--- config.mk ---
export PLATFORM = sky130hd
export DESIGN_NAME = rrv_sqrt_pipe
export DESIGN_NICKNAME = d
export VERILOG_FILES = /design/src/rrv_pkg.sv /design/src/rrv_sqrt_pipe.sv
export SDC_FILE = /design/constraint.sdc
export NUM_CORES = 2
export LEC_CHECK = 0
export BUFFER_PORTS_ARGS = -buffer_cell sky130_fd_sc_hd__buf_2
export CAP_MARGIN = 20
export CORE_MARGIN = 5
export CORE_UTILIZATION = 35
export CTS_CLUSTER_DIAMETER = 40
export CTS_CLUSTER_SIZE = 28
export DETAILED_ROUTE_END_ITERATION = 16
export GPL_ROUTABILITY_DRIVEN = 1
export PLACE_DENSITY_LB_ADDON = 0.08
export SYNTH_ARGS = -nofsm -noshare
export SYNTH_HDL_FRONTEND = slang
export SYNTH_MEMORY_MAX_BITS = 65536
export SYNTH_SLANG_ARGS = --single-unit
--- constraint.sdc ---
create_clock -name clk -period 7 [get_ports clk]
set_clock_uncertainty 0.15 [all_clocks]
set_input_delay 0.7 -clock clk [delete_from_list [all_inputs] [get_ports clk]]
set_output_delay 0.7 -clock clk [all_outputs]
set_load 0.01 [all_outputs]
--- src/rrv_pkg.sv ---
// rrv_pkg: shared types and helpers of the ray refraction pipeline.
// No dependencies.
package rrv_pkg;

  // Control handed to the root pipeline: input valid and an advance shared by all stages.
  typedef struct packed {
    logic valid;
    logic adv;
  } pipe_ctl_t;

  function automatic int imax(input int a, input int b);
    return (a > b) ? a : b;
  endfunction

endpackage

--- src/rrv_sqrt_pipe.sv ---
// rrv_sqrt_pipe: floor square root, one result bit per register stage,
// with a sideband word carried alongside. Depends on rrv_pkg.
module rrv_sqrt_pipe import rrv_pkg::*; #(
  parameter int RAD_W  = 64,
  parameter int SIDE_W = 8
) (
  input  logic                 clk,
  input  logic                 rst_n,
  input  pipe_ctl_t            ctl,
  input  logic [RAD_W-1:0]     rad,
  input  logic [SIDE_W-1:0]    side_in,
  output logic                 valid,
  output logic [RAD_W/2-1:0]   root,
  output logic [SIDE_W-1:0]    side_out
);

  localparam int STEPS = RAD_W / 2;
  localparam int REM_W = STEPS + 2;

  logic [STEPS-1:0]  vld_r;
  logic [RAD_W-1:0]  rad_r  [STEPS];
  logic [STEPS-1:0]  res_r  [STEPS];
  logic [REM_W-1:0]  rem_r  [STEPS];
  logic [SIDE_W-1:0] side_r [STEPS];

  for (genvar k = 0; k < STEPS; k++) begin : g_step
    logic              vld_s;
    logic [RAD_W-1:0]  rad_s;
    logic [STEPS-1:0]  res_s;
    logic [REM_W-1:0]  rem_s;
    logic [SIDE_W-1:0] side_s;
    logic [REM_W-1:0]  rem_sh;
    logic [REM_W-1:0]  trial;

    if (k == 0) begin : g_first
      assign vld_s  = ctl.valid;
      assign rad_s  = rad;
      assign res_s  = '0;
      assign rem_s  = '0;
      assign side_s = side_in;
    end else begin : g_next
      assign vld_s  = vld_r[k-1];
      assign rad_s  = rad_r[k-1];
      assign res_s  = res_r[k-1];
      assign rem_s  = rem_r[k-1];
      assign side_s = side_r[k-1];
    end

    // bring down the next two radicand bits and try the next root bit
    assign rem_sh = {rem_s[REM_W-3:0], rad_s[RAD_W-1 -: 2]};
    assign trial  = {res_s, 2'b01};

    always_ff @(posedge clk) begin
      if (!rst_n) begin
        vld_r[k] <= 1'b0;
      end else if (ctl.adv) begin
        vld_r[k] <= vld_s;
      end
    end

    always_ff @(posedge clk) begin
      if (ctl.adv) begin
        rad_r[k]  <= rad_s << 2;
        side_r[k] <= side_s;
        if (rem_sh >= trial) begin
          rem_r[k] <= rem_sh - trial;
          res_r[k] <= {res_s[STEPS-2:0], 1'b1};
        end else begin
          rem_r[k] <= rem_sh;
          res_r[k] <= {res_s[STEPS-2:0], 1'b0};
        end
      end
    end
  end

  assign valid    = vld_r[STEPS-1];
  assign root     = res_r[STEPS-1];
  assign side_out = side_r[STEPS-1];

endmodule

# After elaboration in Yosys (flattened, before gate mapping)
# Memories as Yosys holds them, arrays and structs flattened.
# Index checks and enable logic that the tools add are counted.
# totals
out_inout_bits,41
wordCells,422
n_memories,4
ramBits,4352
latch_bits,0
reg_bits,32
input_bits,76
mem_bits_ro,0
# classes
shifts,0
bitwise,64
div_mod_pow,0
eq_ne,0
n_mul,0
n_reduce_logical,0
mux,258
n_addsub,32
n_lt_le_gt_ge,32
# mem_list
name,words,word_bits,rd,rd_clocked_by_memory_dff,wr,line,text
rad_r,32,62,31,0,32,rrv_sqrt_pipe.sv:21,logic [RAD_W-1:0] rad_r [STEPS];
rem_r,32,34,31,0,32,rrv_sqrt_pipe.sv:23,logic [REM_W-1:0] rem_r [STEPS];
res_r,32,32,32,0,32,rrv_sqrt_pipe.sv:22,logic [STEPS-1:0] res_r [STEPS];
side_r,32,8,32,0,32,rrv_sqrt_pipe.sv:24,logic [SIDE_W-1:0] side_r [STEPS];
# ops
operator,n
34-bit 2-to-1 mux,32
34-bit greater-or-equal comparator,31
34-bit subtractor,31
32-bit 2-to-1 mux,32
1-bit 2-to-1 mux,194
1-bit OR,64
2-bit by 1-bit subtractor with 3-bit output (second input constant),1
2-bit by 1-bit greater-or-equal comparator with 1-bit output (second input constant),1

# Depth between registers and ports, before layout
# An unclocked memory read counts as a cell.
# logic_depth
ltp_word,6
depth_mapped,14
ltp_nobuf,11

# Worst setup path before layout
# Ideal clock, no wire load.
# synth_timing
path_kind,input to register
from,in ctl[0] in the netlist's numbering
to,"mem rem_r[1][476] in the netlist's numbering, enable pin"
path_buffers,4
setup_time_ps,443
setup_slack_ps,3191
required_ps,6407
t_arrival_ps,3216
stages,4
path_cell_list,clkbuf_1 > clkbuf_1 > clkbuf_1 > clkbuf_1
# synth_lines
item,line,text
from (decl),rrv_sqrt_pipe.sv:9,"input pipe_ctl_t ctl,"
to (decl),rrv_sqrt_pipe.sv:23,

==> results.cfg <==
[cts]
cts_buffers = 459
insertion_delay_ps = 930
cts_sinks = 2753
htree_levels = 5
clk_pin_slew_ps = 50
cts_root_buf = clkbuf_16
cts_buffer_depth = 4
post_cts_buffers = 0
cts_tree = done

[routing]
num_vias = 72046
ant_nets = 0
routed_wl_mm = 265
drtPass1Iterations = 5
via_per_inst = 4.88
wl_per_cell_um = 18.0
post-route-drc-count = 0
drt-initial-drc-count = 4475

[synthesis]
yosys_warnings = 0
synth_seq_area_share_pct = 66.7
postSynthCellCount = 9210
synth_ff_type = edfxtp_1
avgSynthCellArea_um2 = 13.4
ys_seq_elements = 2753
ys_types = 91
synth.net_count = 9848
synth_edf_count = 2720
synth_area_mm2 = 0.123
async_reset_ff_share_pct = 0

[grt]
antenna_found_initial = 7
grt_max_degree = 178
grt.total_usage_pct = 14.2
grt_pass1_wl_mm = 417
grt_overflow_total = 0
grt_pass1_vias = 73683

[layout]
multiInputGateArea_mm2 = 0.0378
drive_above_1_share_pct = 11.4
post-route-cell-area_mm2 = 0.147
seq_area_mm2 = 0.0823
instances_no_fill = 14766
finalNetCount = 10375
syn2layout_area_growth_pct = 18.7
nFillCells = 32293

[timing]
tightest_slew_ps = 1070
period_share_pct = 65.1
hold_viol = 0
rsz0062_at_grt = no
tns_ps = 0
period_needed_ps = 4560
slew_headroom_pct = 28.6
setup_viol = 0
fmax_ghz = 0.219
slew_viol_final = 0

[pwr]
p_per_area_mw_per_mm2 = 369
p_comb_share_pct = 17.4
peakVddDrop_uv = 230
p_leak_nw = 54.9
p_switching_mw = 15.2
switching_share_pct = 28.0
power_mw = 54.1
p_int_mw = 38.9
clock_power_share_pct = 41.8
seqPwrFrac_pct = 40.8

[floorplan]
core_area_mm2 = 0.352
dieHeight_um = 604
top_level_ports = 117
die_area_mm2 = 0.365
initial_core_util_pct = 35.1
rows = 218
die_x_um = 604

[setup_path]
cp_cell_sequence = inv_1, ha_1, nor2b_1, o31ai_1, a21oi_1, or3_1, a31oi_1, o31a_1, buf_4, inv_1, mux2i_1
cpPeakStageDelay_ps = 560
slowest_stage = a31oi_1
critPathCaptureType = flop
startpoint_type = flop
crit_path_max_fanout = 31
crit_type = flop to flop
cp.required_ps = 7510
worst_path_most_repeated_cell = inv_1
cp.arrival_ps = 5070

[placement]
post-place-cells = 13821
gp_congestion = 0.891
dp_hpwl_mm = 187
dpl-instance-area_mm2 = 0.130
port_buffers = 116

[outcome]
run_status = completed

[worst_hold_path]
hp-class = input port to flop

[flow_run]
drv_cap = 0
==> state kept, by name, indices dropped and copies added (netlist names) <==
signal	cells
rad_r	992
rem_r	945
g_step.vld_s	31
valid	1
side_r	256
res_r	528
==> layout make-up <==
class	instances	area share [%]
Multi-Input combinational cell	5559	25.8
Inverter	698	1.79
Clock buffer	494	8.05
Tap cell	4620	3.95
Antenna cell	4	0.00683
Clock inverter	372	2.81
Sequential cell	2753	56.2
Timing Repair Buffer	266	1.38
==> worst max-delay path, delay by kind of cell (launching register included) <==
family	cells	cell delay, ps
multiplexers	1	480
buffers and inverters	3	740
adder cells (fa/ha/maj)	1	370
flip-flops	1	490
AND/OR/NAND/NOR	2	550
AO/OA/AOI/OAI	4	1480
==> metal layers <==
metal / track usage, % / wire (um) / vias up
met4: 5.72 / 10100 / 0
met2: 24.8 / 131000 / 1394
met3: 2.35 / 11400 / 524
met1: 17.6 / 113000 / 34728
met5: 0 / 0 / -
li1: - / - / 35400
==> power by group through the flow <==
| stage | logic (mW) | clock network (mW) | registers (mW) |
|---|---|---|---|
| 2_1_floorplan | 7.00 | 0 | 21.8 |
| 3_3_place_gp | 9.26 | 0 | 22.5 |
| 3_5_place_dp | 9.36 | 0 | 22.5 |
| 4_1_cts | 9.45 | 23.4 | 22.2 |
| 5_1_grt | 10.5 | 24.2 | 22.3 |
| 6_report | 9.41 | 22.6 | 22.1 |
==> path summary, 6_finish.rpt <==
check           startpoint         endpoint  slack, ps  cells past startpoint
min reg2reg  rad_r[0][156]    rad_r[0][220]        230                      0
min                  rst_n  g_step[1].vld_s         90                      2
max           res_r[1][96]    rem_r[1][137]       2440                     11
max reg2reg   res_r[1][96]    rem_r[1][137]       2440                     11
==> placed cells by master (no fill, tap or decap), types with 49 or more instances in the layout <==
cell,n
a211oi_1,57
a21o_1,184
a21oi_1,478
buf_2,116
buf_4,65
bufinv_16,49
clkbuf_16,467
clkinv_1,50
clkinv_4,56
clkinvlp_4,70
dlygate4sd3_1,74
edfxtp_1,2720
ha_1,562
inv_1,698
inv_6,69
mux2_2,71
nand2_1,694
nand2b_1,122
nand3_1,117
nand4_1,79
nor2_1,476
nor2b_1,105
nor3_1,218
nor4_1,124
o21a_1,101
o21ai_0,547
o21bai_1,57
or3_1,94
or4_1,54
xnor2_1,387
xor2_1,402
==> what timing repair did <==
action                    in CTS  in global routing
resized for setup              0                  0
hold endpoints to repair      76                  0
hold buffers                  74                  0
==> metrics by stage <==
stage	hold slack, ps	setup slack (ps)	utilization, %
after floorplan	250	3190	-
after global placement	250	2340	36.9
after detailed placement	255	2400	36.9
after CTS	6.26	2350	41.6
after global routing	74.7	2140	41.6
final	92.8	2440	41.6
==> synth_stat cells (11+ instances only) <==
cell type / count / area (um2)
xnor2_1: 387 / 3390
a21o_1: 184 / 1380
clkbuf_1: 177 / 664
and2_1: 44 / 275
a211o_1: 23 / 201
nor2b_1: 105 / 657
o21bai_1: 57 / 428
dfxtp_1: 33 / 661
o31ai_1: 45 / 338
nor3b_1: 14 / 105
o31a_1: 11 / 96.3
a221oi_1: 14 / 123
o21a_1: 101 / 758
nor4_1: 125 / 782
edfxtp_1: 2720 / 81700
inv_1: 698 / 2620
or2_2: 44 / 275
and3_1: 31 / 194
a21boi_0: 13 / 97.6
o21ai_0: 548 / 2740
or3_1: 94 / 588
nand2b_1: 122 / 763
nand2_1: 694 / 2610
and4_1: 22 / 193
o41ai_1: 11 / 96.3
a211oi_1: 57 / 428
a31oi_1: 43 / 269
mux2i_1: 45 / 450
nand4_1: 79 / 494
a2111oi_0: 13 / 114
nor4b_1: 17 / 149
nand3_1: 117 / 586
nand3b_1: 20 / 150
mux2_2: 71 / 800
xor2_1: 402 / 3520
a21oi_1: 480 / 2400
nor2_1: 476 / 1790
ha_1: 562 / 7030
a31o_2: 14 / 123
o211ai_1: 38 / 285
nor3_1: 219 / 1100
or4_1: 54 / 405
==> kinds of logic after synthesis <==
family / Yosys count / share of synthesized area [%]
buffers and inverters: 898 / 2.75
flip-flops: 2753 / 66.7
AND/OR/NAND/NOR: 2319 / 9.33
AO/OA/AOI/OAI: 1771 / 8.89
multiplexers: 118 / 1.03
adder cells (fa/ha/maj): 562 / 5.70
XOR/XNOR: 789 / 5.60
Note: power is estimated with default switching activity, not from simulation.
